`src/rtl/wpsu_pkg.sv`:
```
// shared types and constants for the wav pcm sample unpacker
package wpsu_pkg;

    // configuration register indexes
    typedef enum logic [1:0] {
        CFG_AUDIO_FORMAT    = 2'd0,
        CFG_CHANNEL_COUNT   = 2'd1,
        CFG_BITS_PER_SAMPLE = 2'd2,
        CFG_DATA_LENGTH     = 2'd3
    } wpsu_cfg_idx_t;

    // result status codes
    typedef enum logic [1:0] {
        STATUS_OK            = 2'd0,
        STATUS_END_OF_DATA   = 2'd1,
        STATUS_UNSUPPORTED   = 2'd2,
        STATUS_UNKNOWN_DEPTH = 2'd3
    } wpsu_status_t;

    // input item kinds
    localparam logic KIND_DATA   = 1'b0;
    localparam logic KIND_REWIND = 1'b1;

    // header values that are decoded
    localparam logic [15:0] FORMAT_PCM      = 16'd1;
    localparam logic [15:0] CHANNELS_STEREO = 16'd2;
    localparam logic [15:0] BPS_8           = 16'd8;
    localparam logic [15:0] BPS_16          = 16'd16;
    localparam logic [15:0] BPS_24          = 16'd24;

    // offset-binary conversion flips the sign bit
    localparam logic [15:0] SIGN_FLIP = 16'h8000;

    // register reset values
    localparam logic [15:0] AUDIO_FORMAT_RST    = 16'd1;
    localparam logic [15:0] CHANNEL_COUNT_RST   = 16'd2;
    localparam logic [15:0] BITS_PER_SAMPLE_RST = 16'd16;
    localparam logic [31:0] DATA_LENGTH_RST     = 32'd0;

    localparam int CFG_DATA_W  = 32;
    localparam int CFG_INDEX_W = 2;

    typedef struct packed {
        logic [15:0] audio_format;
        logic [15:0] channel_count;
        logic [15:0] bits_per_sample;
        logic [31:0] data_length;
    } wpsu_cfg_t;

    typedef struct packed {
        logic       kind;
        logic [7:0] data_byte;
    } wpsu_item_t;

    typedef struct packed {
        wpsu_status_t status;
        logic [15:0]  right_sample;
        logic [15:0]  left_sample;
    } wpsu_result_t;

endpackage

```
`src/rtl/wav_pcm_sample_unpacker.sv`:
```
// top level of the wav pcm sample unpacker
//
// Takes the data chunk of a wav file one byte per transfer on the s_ channel
// (s_tdata is the byte, s_tuser high asks for a rewind to the start of data)
// and gives one transfer on the m_ channel per finished frame: left and right
// as unsigned 16-bit dac values plus a status code. Each data byte past the
// programmed data length, or under an unsupported format or unknown depth,
// also gives one transfer with that status and zero samples.
// Header values must be written on the cfg_ port while the stream is idle;
// the block does not enforce this. Throughput is one byte per clock while
// the output does not stall. A result passes the input register, then the
// result register loaded by the assembly logic. The frame position and a
// 32-bit byte count are updated as the byte leaves the input register, so
// every accepted byte is fully processed before the next.
// Reset clears the stream state and both stage valids, and loads the header
// defaults (pcm, stereo, 16 bit, zero length). When m_tready stays low the
// result register holds, the input register fills, and s_tready drops.
module wav_pcm_sample_unpacker (
    input  logic                             aclk,
    input  logic                             aresetn,
    // configuration write port
    input  logic                             cfg_we,
    input  logic [wpsu_pkg::CFG_INDEX_W-1:0] cfg_index,
    input  logic [wpsu_pkg::CFG_DATA_W-1:0]  cfg_wdata,
    // byte input
    input  logic                             s_tvalid,
    output logic                             s_tready,
    input  logic [7:0]                       s_tdata,  // [7:0] data_byte
    input  logic                             s_tuser,  // [0] kind
    // sample output
    output logic                             m_tvalid,
    input  logic                             m_tready,
    // [15:0] left_sample, [31:16] right_sample, [33:32] status, [39:34] zero
    output logic [39:0]                      m_tdata
);

    wpsu_pkg::wpsu_cfg_t    cfg;
    wpsu_pkg::wpsu_item_t   s_item;
    wpsu_pkg::wpsu_item_t   item;
    wpsu_pkg::wpsu_result_t result;
    logic                   item_valid;
    logic                   take;

    assign s_item.kind      = s_tuser;
    assign s_item.data_byte = s_tdata;

    wpsu_cfg_regs u_cfg_regs (
        .aclk      (aclk),
        .aresetn   (aresetn),
        .cfg_we    (cfg_we),
        .cfg_index (cfg_index),
        .cfg_wdata (cfg_wdata),
        .cfg       (cfg)
    );

    wpsu_in_reg u_in_reg (
        .aclk       (aclk),
        .aresetn    (aresetn),
        .s_valid    (s_tvalid),
        .s_ready    (s_tready),
        .s_item     (s_item),
        .take       (take),
        .item_valid (item_valid),
        .item       (item)
    );

    wpsu_frame_asm u_frame_asm (
        .aclk       (aclk),
        .aresetn    (aresetn),
        .cfg        (cfg),
        .item_valid (item_valid),
        .item       (item),
        .take       (take),
        .m_valid    (m_tvalid),
        .m_ready    (m_tready),
        .result     (result)
    );

    // pack the result fields from the lowest bit up
    assign m_tdata = {6'd0, result.status, result.right_sample, result.left_sample};

endmodule

```
`src/rtl/wpsu_cfg_regs.sv`:
```
// configuration register file written through the plain write port
module wpsu_cfg_regs (
    input  logic                                aclk,
    input  logic                                aresetn,
    input  logic                                cfg_we,
    input  logic [wpsu_pkg::CFG_INDEX_W-1:0]    cfg_index,
    input  logic [wpsu_pkg::CFG_DATA_W-1:0]     cfg_wdata,
    output wpsu_pkg::wpsu_cfg_t                 cfg
);

    wpsu_pkg::wpsu_cfg_t cfg_reg;
    wpsu_pkg::wpsu_cfg_t cfg_next;

    // decode the register index
    always_comb begin
        cfg_next = cfg_reg;
        if (cfg_we) begin
            case (cfg_index)
                wpsu_pkg::CFG_AUDIO_FORMAT:    cfg_next.audio_format    = cfg_wdata[15:0];
                wpsu_pkg::CFG_CHANNEL_COUNT:   cfg_next.channel_count   = cfg_wdata[15:0];
                wpsu_pkg::CFG_BITS_PER_SAMPLE: cfg_next.bits_per_sample = cfg_wdata[15:0];
                wpsu_pkg::CFG_DATA_LENGTH:     cfg_next.data_length     = cfg_wdata[31:0];
                default:                       cfg_next = cfg_reg;
            endcase
        end
    end

    always_ff @(posedge aclk) begin
        if (!aresetn) begin
            cfg_reg.audio_format    <= wpsu_pkg::AUDIO_FORMAT_RST;
            cfg_reg.channel_count   <= wpsu_pkg::CHANNEL_COUNT_RST;
            cfg_reg.bits_per_sample <= wpsu_pkg::BITS_PER_SAMPLE_RST;
            cfg_reg.data_length     <= wpsu_pkg::DATA_LENGTH_RST;
        end else begin
            cfg_reg <= cfg_next;
        end
    end

    assign cfg = cfg_reg;

endmodule

```
`src/rtl/wpsu_in_reg.sv`:
```
// input register stage that holds one accepted byte transfer
module wpsu_in_reg (
    input  logic                 aclk,
    input  logic                 aresetn,
    input  logic                 s_valid,
    output logic                 s_ready,
    input  wpsu_pkg::wpsu_item_t s_item,
    input  logic                 take,
    output logic                 item_valid,
    output wpsu_pkg::wpsu_item_t item
);

    logic                 valid_reg;
    logic                 valid_next;
    wpsu_pkg::wpsu_item_t item_reg;

    // free slot, or the held item leaves this cycle
    assign s_ready = !valid_reg || take;

    always_comb begin
        valid_next = valid_reg;
        if (s_valid && s_ready) begin
            valid_next = 1'b1;
        end else if (take) begin
            valid_next = 1'b0;
        end
    end

    always_ff @(posedge aclk) begin
        if (!aresetn) begin
            valid_reg <= 1'b0;
        end else begin
            valid_reg <= valid_next;
        end
    end

    // payload needs no reset
    always_ff @(posedge aclk) begin
        if (s_valid && s_ready) begin
            item_reg <= s_item;
        end
    end

    assign item_valid = valid_reg;
    assign item       = item_reg;

endmodule

```
`src/rtl/wpsu_frame_asm.sv`:
```
// frame assembly state, sample conversion and result register
module wpsu_frame_asm (
    input  logic                   aclk,
    input  logic                   aresetn,
    input  wpsu_pkg::wpsu_cfg_t    cfg,
    input  logic                   item_valid,
    input  wpsu_pkg::wpsu_item_t   item,
    output logic                   take,
    output logic                   m_valid,
    input  logic                   m_ready,
    output wpsu_pkg::wpsu_result_t result
);

    logic [31:0] byte_pos_reg,   byte_pos_next;
    logic [2:0]  frame_idx_reg,  frame_idx_next;
    logic [15:0] left_hold_reg,  left_hold_next;
    logic [15:0] right_hold_reg, right_hold_next;
    logic        m_valid_reg,    m_valid_next;
    wpsu_pkg::wpsu_result_t result_reg, result_next;

    logic        fire;
    logic        has_result;
    logic [1:0]  sample_bytes;
    logic        stereo;
    logic [2:0]  frame_bytes;
    logic [1:0]  sample_off;
    logic        to_right;
    logic        low_byte;
    logic        high_byte;
    logic [15:0] hold_cur;
    logic [15:0] hold_new;
    logic        frame_done;
    logic [15:0] left_out;
    logic [15:0] right_out;

    // output slot is free or drains this cycle
    assign take = !m_valid_reg || m_ready;
    assign fire = item_valid && take;

    // frame geometry from the header registers
    always_comb begin
        case (cfg.bits_per_sample)
            wpsu_pkg::BPS_8:  sample_bytes = 2'd1;
            wpsu_pkg::BPS_16: sample_bytes = 2'd2;
            wpsu_pkg::BPS_24: sample_bytes = 2'd3;
            default:          sample_bytes = 2'd0;
        endcase
        stereo      = (cfg.channel_count == wpsu_pkg::CHANNELS_STEREO);
        frame_bytes = stereo ? {sample_bytes, 1'b0} : {1'b0, sample_bytes};
    end

    // byte offset inside the current sample
    always_comb begin
        case (sample_bytes)
            2'd2: sample_off = {1'b0, frame_idx_reg[0]};
            2'd3: begin
                case (frame_idx_reg)
                    3'd0, 3'd3, 3'd6: sample_off = 2'd0;
                    3'd1, 3'd4, 3'd7: sample_off = 2'd1;
                    default:          sample_off = 2'd2;
                endcase
            end
            default: sample_off = 2'd0;
        endcase
        to_right  = stereo && (frame_idx_reg >= {1'b0, sample_bytes});
        // 24-bit keeps the upper two bytes of each sample
        low_byte  = ((sample_bytes == 2'd2) && (sample_off == 2'd0)) ||
                    ((sample_bytes == 2'd3) && (sample_off == 2'd1));
        high_byte = ((sample_bytes == 2'd2) && (sample_off == 2'd1)) ||
                    ((sample_bytes == 2'd3) && (sample_off == 2'd2));
    end

    // merge the byte into the selected hold
    always_comb begin
        hold_cur = to_right ? right_hold_reg : left_hold_reg;
        hold_new = hold_cur;
        if (sample_bytes == 2'd1) begin
            hold_new = {item.data_byte, 8'h00};
        end else if (low_byte) begin
            hold_new = {hold_cur[15:8], item.data_byte};
        end else if (high_byte) begin
            hold_new = {item.data_byte, hold_cur[7:0]};
        end
    end

    assign frame_done = ({1'b0, frame_idx_reg} + 4'd1) >= {1'b0, frame_bytes};

    // state update and result for one item
    always_comb begin
        byte_pos_next   = byte_pos_reg;
        frame_idx_next  = frame_idx_reg;
        left_hold_next  = left_hold_reg;
        right_hold_next = right_hold_reg;
        has_result      = 1'b0;
        result_next.left_sample  = 16'd0;
        result_next.right_sample = 16'd0;
        result_next.status       = wpsu_pkg::STATUS_OK;
        left_out  = 16'd0;
        right_out = 16'd0;
        if (item.kind == wpsu_pkg::KIND_REWIND) begin
            byte_pos_next   = 32'd0;
            frame_idx_next  = 3'd0;
            left_hold_next  = 16'd0;
            right_hold_next = 16'd0;
        end else if (byte_pos_reg >= cfg.data_length) begin
            has_result         = 1'b1;
            result_next.status = wpsu_pkg::STATUS_END_OF_DATA;
        end else if (sample_bytes == 2'd0) begin
            has_result         = 1'b1;
            byte_pos_next      = byte_pos_reg + 32'd1;
            frame_idx_next     = 3'd0;
            result_next.status = wpsu_pkg::STATUS_UNKNOWN_DEPTH;
        end else if (cfg.audio_format != wpsu_pkg::FORMAT_PCM) begin
            has_result         = 1'b1;
            byte_pos_next      = byte_pos_reg + 32'd1;
            frame_idx_next     = 3'd0;
            result_next.status = wpsu_pkg::STATUS_UNSUPPORTED;
        end else begin
            byte_pos_next = byte_pos_reg + 32'd1;
            if (to_right) begin
                right_hold_next = hold_new;
            end else begin
                left_hold_next = hold_new;
            end
            if (frame_done) begin
                has_result     = 1'b1;
                frame_idx_next = 3'd0;
                // signed samples become offset binary
                left_out  = (sample_bytes == 2'd1) ? left_hold_next
                                                   : left_hold_next ^ wpsu_pkg::SIGN_FLIP;
                right_out = (sample_bytes == 2'd1) ? right_hold_next
                                                   : right_hold_next ^ wpsu_pkg::SIGN_FLIP;
                result_next.left_sample  = left_out;
                result_next.right_sample = stereo ? right_out : left_out;
            end else begin
                frame_idx_next = frame_idx_reg + 3'd1;
            end
        end
    end

    // result register valid
    always_comb begin
        m_valid_next = m_valid_reg;
        if (take) begin
            m_valid_next = fire && has_result;
        end
    end

    always_ff @(posedge aclk) begin
        if (!aresetn) begin
            byte_pos_reg   <= 32'd0;
            frame_idx_reg  <= 3'd0;
            left_hold_reg  <= 16'd0;
            right_hold_reg <= 16'd0;
            m_valid_reg    <= 1'b0;
        end else begin
            m_valid_reg <= m_valid_next;
            if (fire) begin
                byte_pos_reg   <= byte_pos_next;
                frame_idx_reg  <= frame_idx_next;
                left_hold_reg  <= left_hold_next;
                right_hold_reg <= right_hold_next;
            end
        end
    end

    // result payload needs no reset
    always_ff @(posedge aclk) begin
        if (fire && has_result) begin
            result_reg <= result_next;
        end
    end

    assign m_valid = m_valid_reg;
    assign result  = result_reg;

endmodule

```
`config.mk`:
```
export PLATFORM = sky130hd
export DESIGN_NAME = wav_pcm_sample_unpacker
export DESIGN_NICKNAME = d
export VERILOG_FILES = /design/src/rtl/wpsu_pkg.sv /design/src/rtl/wav_pcm_sample_unpacker.sv /design/src/rtl/wpsu_cfg_regs.sv /design/src/rtl/wpsu_in_reg.sv /design/src/rtl/wpsu_frame_asm.sv
export SDC_FILE = /design/constraint.sdc
export NUM_CORES = 1
export LEC_CHECK = 0
export ABC_AREA = 1
export BUFFER_PORTS_ARGS = -buffer_cell sky130_fd_sc_hd__buf_2
export CAP_MARGIN = 5
export CORE_MARGIN = 8
export CORE_UTILIZATION = 47
export DETAILED_ROUTE_END_ITERATION = 16
export PLACE_DENSITY = 0.63
export SYNTH_ARGS = -nofsm -noshare
export SYNTH_HDL_FRONTEND = slang
export SYNTH_SLANG_ARGS = --single-unit
export TNS_END_PERCENT = 1
```
`constraint.sdc`:
```
create_clock -name aclk -period 9.05 [get_ports aclk]
set_input_delay 0.905 -clock aclk [delete_from_list [all_inputs] [get_ports aclk]]
set_output_delay 0.905 -clock aclk [all_outputs]
set_load 0.01 [all_outputs]
```
After elaboration in Yosys (flattened, before gate mapping) --
Cells that the tools add are included.
Operators by class: $add $sub $neg 3, magnitude comparators 3, equality and inequality tests 21, multiplexer cells 46, bitwise logic cells 3, reductions and logical operators 29
Operator list (number):
- two-way mux 16 bit | 25
- two-way mux 32 bit | 2
- adder 32 x 1 -> 32 bit (second input constant) | 1
- == test 16 x 5 -> 1 bit (second input constant) | 2
- greater-or-equal comparator 32 bit | 1
- two-way mux 3 bit | 6
- == test 16 x 2 -> 1 bit (second input constant) | 1
- == test 16 x 4 -> 1 bit (second input constant) | 1
- != test 16 x 1 -> 1 bit (second input constant) | 1
- == test 2 bit (second input constant) | 5
- AND reduction 2 bit | 5
- == test 3 bit (second input constant) | 3
- logical AND 1 bit | 8
- two-way mux 1 bit | 8
- case mux 2 bit (2 select lines) | 2
- == test 2 x 1 -> 1 bit (second input constant) | 3
- zero test 2 bit | 3
- != test 2 bit (second input constant) | 3
- case mux 2 bit (3 select lines) | 1
- OR reduction 3 bit | 2
- OR reduction 5 bit | 1
- adder 3 x 1 -> 4 bit (second input constant) | 1
- greater-or-equal comparator 4 x 3 -> 1 bit | 1
- logical OR 1 bit | 4
- other kinds (11) | 15
Storage, ports and cells: bits in registers 192, bits of input ports 48, logic and storage cells 121

Longest topological paths before layout --
Gate-level depths: netlist (run 1).
depth after elaboration 19, gate-level depth with buffers 22, depth with buffers taken out 19

Hierarchy --
From an unflattened synthesis (run 1), not the netlist that was laid out.
Second synthesis, totals: cell total of the unflattened synthesis 1560, area, all modules 10774.1 sq um
Modules (own cells, without submodules):
- wpsu_frame_asm | times used 1, cells each 1028, area an instance 7115.6 sq um, sequential area each 2382.3 sq um
- wpsu_cfg_regs | times used 1, cells each 509, area an instance 3288.2 sq um, sequential area each 1601.5 sq um
- wpsu_in_reg | times used 1, cells each 16, area an instance 321.6 sq um, sequential area each 290.3 sq um
- wav_pcm_sample_unpacker | times used 1, cells each 7, area an instance 48.8 sq um, sequential area each 0.0 sq um

Worst setup path before layout (run 1) --
Ideal clock, no wire load.
path type register to register, start register u_cfg_regs.cfg_reg, in the netlist u_cfg_regs.cfg[53], end register u_frame_asm.result_reg, in the netlist u_frame_asm.result[0], enable pin, setup time 0.389 ns, arrival time 2.882 ns, setup slack 5.779 ns, stages on the path, launching flop included 17, path buffers 1, period minus slack after synthesis 3.271 ns, cell sequence dfxtp_1 -> nor2_1 -> nand2_2 -> nor4_4 -> inv_2 -> clkbuf_1 -> nand2_1 -> o21ai_1 -> ha_1 -> o21ai_0 -> nand2_1 -> nand2_1 -> nand3_1 -> nor2_2 -> nand4_1 -> nand3_1 -> inv_1
Between the ends: longest elaborated chain between the ends 9
Ends and longest elaborated chain:
- from (decl) | line wpsu_cfg_regs.sv:11 | wpsu_pkg::wpsu_cfg_t cfg_reg;
- from (signal assigned) | line wpsu_cfg_regs.sv:35 | cfg_reg <= cfg_next;
- == test 16 x 2 -> 1 bit | line wpsu_frame_asm.sv:48 | stereo = (cfg.channel_count == wpsu_pkg::CHANNELS_STEREO);
- two-way mux 3 bit | line wpsu_frame_asm.sv:49 | frame_bytes = stereo ? {sample_bytes, 1'b0} : {1'b0, sample_bytes};
- greater-or-equal comparator 4 x 3 -> 1 bit | line wpsu_frame_asm.sv:86 | assign frame_done = ({1'b0, frame_idx_reg} + 4'd1) >= {1'b0, frame_bytes};
- two-way mux 1 bit | line wpsu_frame_asm.sv:125 | if (frame_done) begin
- two-way mux 1 bit | line wpsu_frame_asm.sv:113 | end else if (cfg.audio_format != wpsu_pkg::FORMAT_PCM) begin
- two-way mux 1 bit | line wpsu_frame_asm.sv:108 | end else if (sample_bytes == 2'd0) begin
- two-way mux 1 bit | line wpsu_frame_asm.sv:105 | end else if (byte_pos_reg >= cfg.data_length) begin
- two-way mux 1 bit | line wpsu_frame_asm.sv:100 | if (item.kind == wpsu_pkg::KIND_REWIND) begin
- logical AND 1 bit | line wpsu_frame_asm.sv:169 | if (fire && has_result) begin
- to (signal assigned) | line wpsu_frame_asm.sv:170 | result_reg <= result_next;
- to (decl) | line wpsu_frame_asm.sv:19 | wpsu_pkg::wpsu_result_t result_reg, result_next;
Every way passes these cells. A chain may end at the register's enable or synchronous reset.

Worst setup path in the final report (run 1) --
start register u_cfg_regs.cfg_reg, in the netlist u_cfg_regs.cfg[32], end register u_frame_asm.result_reg, in the netlist u_frame_asm.result[24] (data pin)
Between the ends: longest elaborated chain between the ends 17, elaborated cells between the ends (all ways) 41, classes of those cells 2 x order compare; 8 x eq/ne; 20 x mux; 1 x bitwise; 10 x reduce/logical
Ends and longest elaborated chain:
- == test 16 x 5 -> 1 bit or == test 16 x 4 -> 1 bit (tied branches) | line wpsu_frame_asm.sv:42 | case (cfg.bits_per_sample)
- case mux 2 bit (3 select lines) (*) | line wpsu_frame_asm.sv:42
- == test 2 bit, on equally long branches
- case mux 2 bit (2 select lines) | line wpsu_frame_asm.sv:54 | case (sample_bytes)
- == test 2 x 1 -> 1 bit or == test 2 bit (tied branches) | line wpsu_frame_asm.sv:68, wpsu_frame_asm.sv:69, wpsu_frame_asm.sv:70
- logical AND 1 bit, on equally long branches | line wpsu_frame_asm.sv:69, wpsu_frame_asm.sv:70
- logical OR 1 bit | line wpsu_frame_asm.sv:69 | high_byte = ((sample_bytes == 2'd2) && (sample_off == 2'd1)) ||
- two-way mux 16 bit | line wpsu_frame_asm.sv:81 | end else if (high_byte) begin
- two-way mux 16 bit | line wpsu_frame_asm.sv:79 | end else if (low_byte) begin
- two-way mux 16 bit | line wpsu_frame_asm.sv:77 | if (sample_bytes == 2'd1) begin
- two-way mux 16 bit | line wpsu_frame_asm.sv:120 | if (to_right) begin
- two-way mux 16 bit | line wpsu_frame_asm.sv:113
- two-way mux 16 bit | line wpsu_frame_asm.sv:108
- two-way mux 16 bit | line wpsu_frame_asm.sv:105
- two-way mux 16 bit | line wpsu_frame_asm.sv:100
- two-way mux 16 bit, on equally long branches | line wpsu_frame_asm.sv:129, wpsu_frame_asm.sv:131
- two-way mux 16 bit | line wpsu_frame_asm.sv:134 | result_next.right_sample = stereo ? right_out : left_out;
Every way passes the cells marked *; elsewhere a longest branch is shown, timed or not. The select of a mux whose other input is x is not followed.

==> out/metrics.yaml, run 1 <==
status:
  outcome: "completed"
finish:
  insertedDiodeCount: 0
  nets: 1523
  fin_area_sq_um: 11300
  fillerInstances: 2179
  register_area_sq_um: 4270
  drive_gt1_share_pct: 12.9
  largest_reg_flops: 80
  multi_input_area_sq_um: 5270
  area_delta_synth_final_pct: 10.0
logic_synthesis:
  synth-edff-count: 43
  async_flop_share_pct: 0
  ys_types: 46
  ys_ff_latch: 192
  yosysSeqAreaShare_pct: 41.6
  synth.cell_area_sq_um: 10300
  ys_warn_count: 0
  syn_avg_cell_area_sq_um: 7.41
  synthCells: 1388
  synth_ff_type: "dfxtp_1"
sta:
  worst-slew-pin-transition_ns: 1.09
  hold_viol: 0
  rsz0062_at_grt: "false"
  fin_ws_ns: 5.17
  setup_violations: 0
  post-route-period-util_pct: 42.9
  slew_viol_final: 0
  fin_worst_skew_ns: 0.0118
  tns_ns: 0
  slew_headroom_pct: 27.1
  max_freq_mhz: 258
  period_minus_slack_ns: 3.88
pwr:
  p_leak_nw: 4.50
  p_sw_share_pct: 28.6
  p_seq_share_pct: 48.2
  intPower_mw: 1.36
  power.switching_mw: 0.543
  peakVddDrop_v: 0.000153
  power_mw: 1.90
  powerDensity_nw_per_um2: 168
  combinationalPowerShare_pct: 14.2
  clockPowerShare_pct: 37.6
worst_setup_path:
  critPathTopFamily: "simple AND/OR/NAND/NOR gates"
  reg2reg_slack_ns: 5.17
  slowest_delay_ns: 0.74
  start_kind: "flip-flop"
  worst-path-max-fanout: 49
  required_ns: 9.33
  crit_arrival_ns: 4.17
  cp-end-kind: "flip-flop"
  crit_chain: "nor2_4 > nand3_2 > inv_2 > nand4_4 > nand2_1 > ha_1 > o21ai_1 > nand2_2 > nand3_4 > inv_2 > nand2_1 > nand2_1 > nand2_1 > o21ai_2 > nand2_1 > nand2_1 > nand2_1 > a21oi_1"
  path_common_cell: "nand2_1"
  cp_num_buf_inv: 2
  crit_type: "flip-flop to flip-flop"
  cp_slowest_cell: "inv_2"
cts:
  clock_latency_ns: 0.43
  post_cts_buffers: 0
  clock_path_buffers: 2
  ctsResizeCount: 0
  clkSinkCount: 192
  cts_tree: "built"
  cts_hold_buf: 0
  clk_pin_slew_ns: 0.07
  cts_buffers: 17
  root_buffer: "clkbuf_16"
  htree_levels: 4
route:
  drt_iter0_drc: 627
  num_vias: 9027
  dr.pass1.iters: 7
  drc: 0
  drt_wl_total_mm: 25.8
  wl_per_cell_um: 15.0
  ant_nets: 0
  vias_per_cell: 5.24
global_routing:
  antenna_found_initial: 0
  track_usage_pct: 19.1
  overflow: 0
  grt_pass1_wl_mm: 41.5
  grt_max_degree: 85
  grt_pass1_vias: 8120
flow_run:
  drv_cap: 0
worst_hold_path:
  worstHoldPathType: "flip-flop to flip-flop"
die:
  dieWidth_um: 164
  start_util_pct: 47.6
  dieArea_sq_um: 26900
  die_height_um: 164
  core_sq_um: 21600
  rows: 54
  io-pin-count: 90
place:
  dpl_cell_area_sq_um: 10800
  dp_slack_ns: 5.25
  dp_hpwl_mm: 18.2
  numPortBuffers: 83
  routabilityCongestion: 0.862
[worst paths after layout]
path                                   startpoint                                    to  depth (start not counted)
setup / recovery  u_cfg_regs.cfg[32]$_SDFFE_PN0P_  u_frame_asm.result[24]$_SDFFCE_PP0P_                         18
hold / removal    u_cfg_regs.cfg[68]$_SDFFE_PN0P_       u_cfg_regs.cfg[68]$_SDFFE_PN0P_                          2
setup reg to reg  u_cfg_regs.cfg[32]$_SDFFE_PN0P_  u_frame_asm.result[24]$_SDFFCE_PP0P_                         18
hold reg to reg   u_cfg_regs.cfg[68]$_SDFFE_PN0P_       u_cfg_regs.cfg[68]$_SDFFE_PN0P_                          2
[cell usage after synthesis, types with 2 or more instances]
| cell type | number | area (sq um) |
|---|---|---|
| nor3_1 | 21 | 105 |
| nand4_1 | 35 | 219 |
| nand2_2 | 17 | 106 |
| clkinv_1 | 2 | 7.51 |
| edfxtp_1 | 43 | 1290 |
| nand4_2 | 6 | 75.1 |
| nand3_4 | 3 | 52.6 |
| buf_4 | 14 | 105 |
| o21ai_0 | 80 | 400 |
| o21a_1 | 2 | 15.0 |
| xnor2_1 | 9 | 78.8 |
| nor2_8 | 4 | 80.1 |
| buf_2 | 18 | 90.1 |
| nand3_2 | 6 | 60.1 |
| buf_1 | 2 | 7.51 |
| nand3b_1 | 4 | 30.0 |
| ha_1 | 44 | 551 |
| a21oi_1 | 150 | 751 |
| inv_1 | 100 | 375 |
| o21ai_2 | 7 | 61.3 |
| nand3_1 | 58 | 290 |
| o21ai_1 | 7 | 35.0 |
| xor2_1 | 14 | 123 |
| nor2_1 | 170 | 638 |
| nor2_4 | 3 | 33.8 |
| dfxtp_1 | 149 | 2980 |
| clkbuf_1 | 34 | 128 |
| inv_2 | 9 | 33.8 |
| nor4_1 | 4 | 25.0 |
| nor2_2 | 4 | 25.0 |
| nand2_1 | 354 | 1330 |
[final cells by class]
type	count	area share [%]
timing repair buffer	88	4.00
tap	280	3.10
inverter	112	3.74
clock inverter	13	1.01
multi-input combinational	1020	46.6
clock buffer	19	3.83
sequential	192	37.8
[routing by layer]
layer  GRT usage, %  up-vias  routed length, um  part of all wire (%)
li1               -     4651                  -                     -
met1           27.2     4130              12900                    50
met3           2.91       21               1280                   4.9
met5              0        -                  0                     0
met4           5.62        0                376                   1.5
met2           29.4      225              11300                    44
[power by group through the flow]
stage / Combinational, mW / Clock, mW / Sequential [mW]
3_3_place_gp: 0.267 / 0 / 0.936
5_1_grt: 0.302 / 0.763 / 0.919
6_report: 0.270 / 0.715 / 0.917
3_5_place_dp: 0.270 / 0 / 0.936
2_1_floorplan: 0.201 / 0 / 0.935
4_1_cts: 0.271 / 0.730 / 0.917
[cell usage in the layout (no fill, tap or decap), types with 4 or more instances in the layout]
master and instances:
o21ai_1 7, xnor2_1 9, o21ai_0 80, inv_2 9, conb_1 6, dfxtp_1 149, xor2_1 14, nand3b_1 4
inv_1 100, nand2_2 18, nor2_8 4, o21ai_2 7, clkinv_2 4, ha_1 44, nor4_1 4, buf_4 5
nand2_1 353, nand4_1 35, a21oi_1 150, nand3_2 6, edfxtp_1 43, nand4_2 6, nand3_1 58, clkbuf_16 17
nor3_1 21, nor2_2 4, buf_2 83, nor2_1 170
[kinds of logic after synthesis]
family                     after synthesis  synth area share (%)
buffers and inverters                  181                  7.43
other                                    1                0.0365
DFF                                    192                  41.6
adders and majority gates               44                  5.35
and+or+nand+nor                        694                  30.7
xor gates and xnor gates                23                  1.96
AOI/OAI and AO/OA                      253                  13.0
[worst register-to-register path, delay by kind of cell (launching register included)]
family | cells | cell delay (ns)
and+or+nand+nor | 12 | 2.05
AOI/OAI and AO/OA | 3 | 0.32
buffers and inverters | 2 | 0.89
adders and majority gates | 1 | 0.14
DFF | 1 | 0.33
[per-stage QoR]
stage / cells / hold WS, ns / util [%]
3_3_place_gp: 1692 / 0.439 / 49.8
2_1_floorplan: 1393 / 0.429 / -
3_5_place_dp: 1692 / 0.449 / 49.8
5_1_grt: 1724 / 0.482 / 52.3
6_report: 1724 / 0.459 / 52.3
4_1_cts: 1724 / 0.460 / 52.3
Power figures use the tool's default switching activity.
==> run 2: changes to the inputs <==
==> constraint.sdc (replaced) <==
create_clock -name aclk -period 3.9 [get_ports aclk]
set_input_delay 0.39 -clock aclk [delete_from_list [all_inputs] [get_ports aclk]]
set_output_delay 0.39 -clock aclk [all_outputs]
set_load 0.01 [all_outputs]
==> run 2 against run 1 <==
Compared with the run above: flip-flop and latch count unchanged; core utilization up 0.38 points; register-to-register slack worse by 4.3 ns; sequential share of layout area down 0.27 points; fmax up 27%; final cell count up 0.46%; first-iteration DRC count down 10%; total power up 140%; combinational power up 140%; critical path depth up 1.
==> out/metrics.yaml, run 2 (same netlist as run 1, synthesis figures left out) <==
status:
  outcome: "completed"  # unchanged
cts:
  cts_tree: "built"  # unchanged
  htree_levels: 4  # unchanged
  clkSinkCount: 192  # unchanged
  clock_path_buffers: 2  # unchanged
  clk_pin_slew_ns: 0.07  # about the same
  cts_hold_buf: 0  # unchanged
  clock_latency_ns: 0.43  # about the same
  ctsResizeCount: 0  # unchanged
  post_cts_buffers: 0  # unchanged
  root_buffer: "clkbuf_16"  # unchanged
  cts_buffers: 17  # unchanged
finish:
  fillerInstances: 2141  # was 2179
  area_delta_synth_final_pct: 10.8  # was 10.0%
  fin_area_sq_um: 11400  # was 11300 sq um
  drive_gt1_share_pct: 13.5  # was 12.9%
  largest_reg_flops: 80  # unchanged
  final_cell_mix: "nand2_1, nor2_1, a21oi_1"  # unchanged
  insertedDiodeCount: 0  # unchanged
  mostFrequentLayoutCell: "nand2_1"  # unchanged
  nets: 1531  # was 1523
pwr:
  intPower_mw: 3.18  # was 1.36 mW
  power.switching_mw: 1.31  # was 0.543 mW
  peakVddDrop_v: 0.000274  # was 0.000153 V
  p_sw_share_pct: 29.2  # was 28.6%
  p_leak_nw: 4.55  # was 4.50 nW
  clockPowerShare_pct: 38.5  # was 37.6%
  combinationalPowerShare_pct: 14.3  # was 14.2%
  powerDensity_nw_per_um2: 394  # was 168 nW/um^2
  p_seq_share_pct: 47.2  # was 48.2%
global_routing:
  overflow: 0  # unchanged
  grt_max_degree: 64  # was 85
  antenna_found_initial: 0  # unchanged
  grt_pass1_wl_mm: 42.9  # was 41.5 mm
  track_usage_pct: 19.8  # was 19.1%
  grt_pass1_vias: 8285  # was 8120
sta:
  slew_headroom_pct: 36.1  # was 27.1%
  post-route-period-util_pct: 78.4  # was 42.9%
  worst-slew-pin-transition_ns: 0.956  # was 1.09 ns
  period_minus_slack_ns: 3.06  # was 3.88 ns
  max_freq_mhz: 327  # was 258 MHz
  tns_ns: 0  # unchanged
  fin_worst_skew_ns: 0.00909  # was 0.0118 ns
  rsz0062_at_grt: "false"  # unchanged
  setup_violations: 0  # unchanged
  hold_viol: 0  # unchanged
  whs_ns: 0.129  # was 0.459 ns
  slew_viol_final: 0  # unchanged
die:
  start_util_pct: 47.6  # unchanged
  dieWidth_um: 164  # unchanged
  rows: 54  # unchanged
  core_sq_um: 21600  # unchanged
  dieArea_sq_um: 26900  # unchanged
  die_height_um: 164  # unchanged
  io-pin-count: 90  # unchanged
worst_setup_path:
  rr_startpoint: "u_cfg_regs.cfg[38]$_SDFFE_PN0P_"  # was u_cfg_regs.cfg[32]$_SDFFE_PN0P_
  crit_chain: "nor2_4 > nand3_4 > nor2_8 > nand3_4 > nand2_1 > ha_1 > o21ai_1 > nand2_2 > nand3_4 > buf_4 > nand2_1 > nand2_1 > inv_1 > nand2_2 > nand3_2 > nand2_1 > nand2_1 > nand3_1 > a21oi_1"  # was nor2_4 > nand3_2 > inv_2 > nand4_4 > nand2_1 > ha_1 > o21ai_1 > nand2_2 > nand3_4 > inv_2 > nand2_1 > nand2_1 > nand2_1 > o21ai_2 > nand2_1 > nand2_1 > nand2_1 > a21oi_1
  worst-path-max-fanout: 48  # was 49
  rr_worst_depth: 19  # was 18
  cp-end-kind: "flip-flop"  # unchanged
  path_common_cell: "nand2_1"  # unchanged
  start_kind: "flip-flop"  # unchanged
  reg2reg_slack_ns: 0.84  # was 5.17 ns
  reg2reg_to: "u_frame_asm.result[31]$_SDFFCE_PP0P_"  # was u_frame_asm.result[24]$_SDFFCE_PP0P_
  crit_type: "flip-flop to flip-flop"  # unchanged
  required_ns: 4.07  # was 9.33 ns
  cp_slowest_cell: "buf_4"  # was inv_2
  crit_arrival_ns: 3.23  # was 4.17 ns
  slowest_delay_ns: 0.43  # was 0.74 ns
route:
  drt_wl_total_mm: 26.2  # was 25.8 mm
  ant_nets: 0  # unchanged
  drt_iter0_drc: 563  # was 627
  vias_per_cell: 5.20  # was 5.24
  dr.pass1.iters: 5  # was 7
  drc: 0  # unchanged
  num_vias: 9007  # was 9027
  wl_per_cell_um: 15.2  # was 15.0 um
worst_hold_path:
  worstHoldPathType: "input pin to flip-flop"  # was flip-flop to flip-flop
  hold_start: "s_tdata[1]"  # was u_cfg_regs.cfg[68]$_SDFFE_PN0P_
  holdPathStages: 1  # was 2
  holdPathEnd: "u_in_reg.item[1]$_DFFE_PP_"  # was u_cfg_regs.cfg[68]$_SDFFE_PN0P_
flow_run:
  drv_cap: 0  # unchanged
place:
  routabilityCongestion: 0.893  # was 0.862
  dpl_cell_area_sq_um: 10800  # about the same
  numPortBuffers: 83  # unchanged
  dp_hpwl_mm: 18.3  # was 18.2 mm
[run 2: changes by cell type in the layout (fill, tap and decap cells not counted), sizes merged]
cell      delta
clkinvlp     +2
buf          +8
clkinv       -4
inv          +3
clkbuf       -1
[run 2: critical path, delay by kind of cell, from the launching register on]
| kind | cells | cell delay (ns) |
|---|---|---|
| AO/OA/AOI/OAI | 2 | 0.22 |
| buffers and inverters | 2 | 0.48 |
| flip-flops | 1 | 0.33 |
| adder cells (fa/ha/maj) | 1 | 0.23 |
| AND/OR/NAND/NOR | 14 | 1.54 |
[run 2: area by class of cell]
| type | instances | area [sq um] | area share (%) |
|---|---|---|---|
| sequential | 192 | 4270 | 37.5 |
| multi-input combinational | 1020 | 5270 | 46.2 |
| tap | 280 | 350 | 3.07 |
| inverter | 112 | 423 | 3.71 |
| clock buffer | 18 | 439 | 3.85 |
| timing repair buffer | 96 | 513 | 4.50 |
| clock inverter | 14 | 129 | 1.13 |
[run 2: worst max-delay path by stage]
stage | from | end | depth (start not counted)
floorplan | u_cfg_regs.cfg[53]$_SDFFE_PN0P_ | u_frame_asm.result[0]$_SDFFCE_PP0P_ | 16
global placement | u_cfg_regs.cfg[38]$_SDFFE_PN0P_ | u_frame_asm.result[31]$_SDFFCE_PP0P_ | 19
detailed placement | u_cfg_regs.cfg[38]$_SDFFE_PN0P_ | u_frame_asm.result[31]$_SDFFCE_PP0P_ | 19
CTS | u_cfg_regs.cfg[44]$_SDFFE_PN0P_ | u_frame_asm.result[31]$_SDFFCE_PP0P_ | 19
global route | u_cfg_regs.cfg[40]$_SDFFE_PN0P_ | u_frame_asm.result[31]$_SDFFCE_PP0P_ | 19
finish | u_cfg_regs.cfg[38]$_SDFFE_PN0P_ | u_frame_asm.result[31]$_SDFFCE_PP0P_ | 19
[run 2: metal layers]
metal | vias up | share of wire, % | global-route usage (%) | wire length [um]
met5 | - | 0 | 0 | 0
met1 | 4107 | 51 | 28.2 | 13300
met2 | 212 | 43 | 30.5 | 11400
met3 | 27 | 4.8 | 3.36 | 1250
met4 | 0 | 1.2 | 5.25 | 326
li1 | 4661 | - | - | -
[run 2: metrics by stage]
stage | std cells | power (mW) | util, % | worst slack, ns
after floorplan | 1393 | 2.64 | - | 0.629
after global placement | 1700 | 2.80 | 50.1 | 0.921
after detailed placement | 1700 | 2.81 | 50.1 | 0.839
after CTS | 1732 | 4.53 | 52.7 | 0.829
after global routing | 1732 | 4.70 | 52.7 | 0.513
final | 1732 | 4.50 | 52.7 | 0.844
[run 2: power by group through the flow]
stage                     logic (mW)  registers [mW]  clock network [mW]
final                          0.642            2.12                1.73
after global routing           0.720            2.13                1.85
after CTS                      0.646            2.12                1.76
after detailed placement       0.643            2.17                   0
after global placement         0.634            2.17                   0
after floorplan                0.467            2.17                   0
==> run 3: changes to the inputs <==
--- a/config.mk
+++ b/config.mk
@@ -5,13 +5,13 @@
 export SDC_FILE = /design/constraint.sdc
 export NUM_CORES = 1
 export LEC_CHECK = 0
-export ABC_AREA = 1
+export ABC_AREA = 0
 export BUFFER_PORTS_ARGS = -buffer_cell sky130_fd_sc_hd__buf_2
 export CAP_MARGIN = 5
 export CORE_MARGIN = 8
 export CORE_UTILIZATION = 47
 export DETAILED_ROUTE_END_ITERATION = 16
-export PLACE_DENSITY = 0.63
+export PLACE_DENSITY = 0.66
 export SYNTH_ARGS = -nofsm -noshare
 export SYNTH_HDL_FRONTEND = slang
 export SYNTH_SLANG_ARGS = --single-unit
==> constraint.sdc (replaced) <==
create_clock -name aclk -period 2.8 [get_ports aclk]
set_input_delay 0.28 -clock aclk [delete_from_list [all_inputs] [get_ports aclk]]
set_output_delay 0.28 -clock aclk [all_outputs]
set_load 0.01 [all_outputs]
==> run 3 against run 2 <==
Compared with the run above: the run now ends with negative setup slack left; core utilization is 5.2 points higher; synthesized cell count is 24% lower; clock skew is 0.0032 ns higher; flip-flop and latch count stayed put; sequential power is 39% higher; register-to-register slack worse by 1.0 ns; critical path depth is 7 lower; non-clock buffer count is 84 higher; routed wire length is 11% lower; critical endpoint is now u_frame_asm.result[22]$_SDFFCE_PP0P_; fmax is 3.2% higher; die area is 7.4% lower.
==> out/metrics.yaml, run 3 <==
global_routing:
  grt_max_degree: 64  # unchanged
  grt_pass1_vias: 7408  # was 8285
  antenna_found_initial: 0  # unchanged
  grt_pass1_wl_mm: 37.5  # was 42.9 mm
  overflow: 0  # unchanged
  track_usage_pct: 19.0  # was 19.8%
finish:
  multi_input_area_sq_um: 4920  # was 5270 sq um
  final_cells: 1477  # was 1732
  final_cell_mix: "nand2_1, dfxtp_1, buf_4"  # was nand2_1, nor2_1, a21oi_1
  fin_area_sq_um: 11600  # was 11400 sq um
  largest_reg_flops: 80  # unchanged
  drive_gt1_share_pct: 23.5  # was 13.5%
  final_core_util_pct: 58.0  # was 52.7%
  area_delta_synth_final_pct: 22.5  # was 10.8%
  insertedDiodeCount: 0  # unchanged
  fillerInstances: 1792  # was 2141
  mostFrequentLayoutCell: "nand2_1"  # unchanged
  register_area_sq_um: 4280  # was 4270 sq um
  nets: 1286  # was 1531
worst_hold_path:
  worstHoldPathType: "input pin to flip-flop"  # unchanged
  hold_start: "s_tdata[5]"  # was s_tdata[1]
  holdPathStages: 1  # unchanged
  holdPathEnd: "u_in_reg.item[5]$_DFFE_PP_"  # was u_in_reg.item[1]$_DFFE_PP_
route:
  drt_wl_total_mm: 23.5  # was 26.2 mm
  dr.pass1.iters: 5  # unchanged
  wl_per_cell_um: 15.9  # was 15.2 um
  ant_nets: 0  # unchanged
  vias_per_cell: 5.40  # was 5.20
  num_vias: 7980  # was 9007
  drt_iter0_drc: 419  # was 563
  drc: 0  # unchanged
worst_setup_path:
  reg2reg_to: "u_frame_asm.result[22]$_SDFFCE_PP0P_"  # was u_frame_asm.result[31]$_SDFFCE_PP0P_
  cp-end-kind: "flip-flop"  # unchanged
  rr_startpoint: "u_cfg_regs.cfg[34]$_SDFFE_PN0P_"  # was u_cfg_regs.cfg[38]$_SDFFE_PN0P_
  crit_type: "flip-flop to flip-flop"  # unchanged
  reg2reg_slack_ns: -0.16  # was 0.84 ns
  crit_arrival_ns: 3.11  # was 3.23 ns
  rr_worst_depth: 12  # was 19
  required_ns: 2.95  # was 4.07 ns
  worst-path-max-fanout: 6  # was 48
  start_kind: "flip-flop"  # unchanged
logic_synthesis:
  synth_ff_type: "dfxtp_1"  # unchanged
  synthCells: 1049  # was 1388
  yosysMostFrequentCell: "nand2_1"  # unchanged
  synth-edff-count: 43  # unchanged
  ys_warn_count: 0  # unchanged
  synth_top_cell_by_area: "dfxtp_1"  # unchanged
  ys_ff_latch: 192  # unchanged
  synth_area_leaders: "dfxtp_1, edfxtp_1, nand2_1, a21boi_0, ha_1"  # was dfxtp_1, nand2_1, edfxtp_1, a21oi_1, nor2_1
  synthDominantCellAreaShare_pct: 31.6  # was 29.0%
  ys_top_cells_by_count: "nand2_1, dfxtp_1, a21boi_0, inv_1, nor2_1"  # was nand2_1, nor2_1, a21oi_1, dfxtp_1, inv_1
  yosysSeqAreaShare_pct: 45.2  # was 41.6%
  syn_avg_cell_area_sq_um: 9.01  # was 7.41 sq um
  synth.cell_area_sq_um: 9450  # was 10300 sq um
  ys_types: 64  # was 46
  async_flop_share_pct: 0  # unchanged
pwr:
  power_mw: 6.28  # was 4.50 mW
  peakVddDrop_v: 0.000422  # was 0.000274 V
  powerDensity_nw_per_um2: 543  # was 394 nW/um^2
  p_leak_nw: 4.50  # was 4.55 nW
sta:
  post-route-period-util_pct: 106  # was 78.4%
  fin_ws_ns: -0.160  # was 0.844 ns
  worst-slew-pin-transition_ns: 0.662  # was 0.956 ns
  hold_viol: 0  # unchanged
  slew_viol_final: 0  # unchanged
  rsz0062_at_grt: "true"  # was false
  period_minus_slack_ns: 2.96  # was 3.06 ns
  tns_ns: -6.82  # was 0 ns
  fin_worst_skew_ns: 0.0123  # was 0.00909 ns
  whs_ns: 0.0265  # was 0.129 ns
  max_freq_mhz: 338  # was 327 MHz
  setup_violations: 77  # was 0
  slew_headroom_pct: 55.7  # was 36.1%
cts:
  cts_tree: "built"  # unchanged
  cts_hold_buf: 0  # unchanged
  clk_pin_slew_ns: 0.07  # about the same
  cts_buffers: 17  # unchanged
  clock_latency_ns: 0.43  # about the same
  clkSinkCount: 192  # unchanged
  clock_path_buffers: 2  # unchanged
  htree_levels: 4  # unchanged
  root_buffer: "clkbuf_16"  # unchanged
place:
  dp_slack_ns: -0.179  # was 0.839 ns
  dpl_cell_area_sq_um: 10700  # was 10800 sq um
  routabilityCongestion: 0.858  # was 0.893
  dp_hpwl_mm: 16.9  # was 18.3 mm
  placed_cells: 1442  # was 1700
  numPortBuffers: 83  # unchanged
die:
  start_util_pct: 47.3  # was 47.6%
  io-pin-count: 90  # unchanged
  core_sq_um: 20000  # was 21600 sq um
  rows: 52  # was 54
  dieArea_sq_um: 24900  # was 26900 sq um
  dieWidth_um: 158  # was 164 um
  die_height_um: 158  # was 164 um
status:
  outcome: "finished with violations"  # was completed
  violations: "negative setup slack"
flow_run:
  drv_cap: 0  # unchanged
-- run 3: worst max-delay path by stage --
stage | start | endpoint | slack (ns) | cells past startpoint
CTS | u_cfg_regs.cfg[34]$_SDFFE_PN0P_ | u_frame_asm.result[17]$_SDFFCE_PP0P_ | -0.16 | 12
finish | u_cfg_regs.cfg[34]$_SDFFE_PN0P_ | u_frame_asm.result[22]$_SDFFCE_PP0P_ | -0.16 | 12
global route | u_cfg_regs.cfg[34]$_SDFFE_PN0P_ | u_frame_asm.result[2]$_SDFFCE_PP0P_ | -0.29 | 14
detailed placement | u_cfg_regs.cfg[34]$_SDFFE_PN0P_ | u_frame_asm.result[14]$_SDFFCE_PP0P_ | -0.18 | 11
global placement | u_cfg_regs.cfg[34]$_SDFFE_PN0P_ | u_frame_asm.left_hold_reg[13]$_SDFFE_PN0P_ | -0.11 | 13
floorplan | u_cfg_regs.cfg[34]$_SDFFE_PN0P_ | u_frame_asm.result[0]$_SDFFCE_PP0P_ | -0.72 | 9
-- run 3: cell type report --
type,instances,share of cell area (%)
clock buffers,17,3.67
well taps,270,2.92
clock inverters,15,1.43
multi-input cells,743,42.5
inverters,60,1.95
repair buffers,180,10.6
flip-flops and latches,192,36.9
-- run 3: logic make-up (layout without fill, tap and decap cells) --
group                    Yosys count  count (layout)  share of synthesized area, %
other                              1               6                        0.0397
AO/OA/AOI/OAI                    237             237                          18.3
AND/OR/NAND/NOR                  420             420                          21.6
flip-flops                       192             192                          45.2
adder cells (fa/ha/maj)           44              44                          5.83
multiplexers                      28              28                          2.98
buffers and inverters            119             272                          5.26
XOR/XNOR                           8               8                         0.742
-- run 3: routing by layer --
layer	part of all wire (%)	up-vias	GRT usage, %
met5	0	-	0
met3	5.9	24	3.55
met2	46	214	30.9
li1	-	3991	-
met4	1.4	0	5.62
met1	47	3751	25.1
-- run 3: critical path, cell delays in order (launching register included) --
cell	delay (ns)
dfxtp_2	0.32
or4b_4	0.56
nor3_4	0.22
nor2_2	0.07
mux2_4	0.28
ha_4	0.27
a21oi_2	0.05
nor2b_1	0.14
a311oi_2	0.06
buf_4	0.17
a211oi_4	0.22
buf_4	0.17
buf_4	0.15
-- run 3: repair_timing --
item | CTS | global route
cloned | 1 | 0
pin swaps | 20 | 7
setup buffers | 2 | 0
gates resized for setup | 29 | 26
endpoints found under the setup margin | 96 | 116
-- run 3: power by group --
part,switching [mW],internal [mW],total [mW]
sequential,0.0476,2.90,2.95
clock,1.15,1.27,2.42
combinational,0.532,0.380,0.912
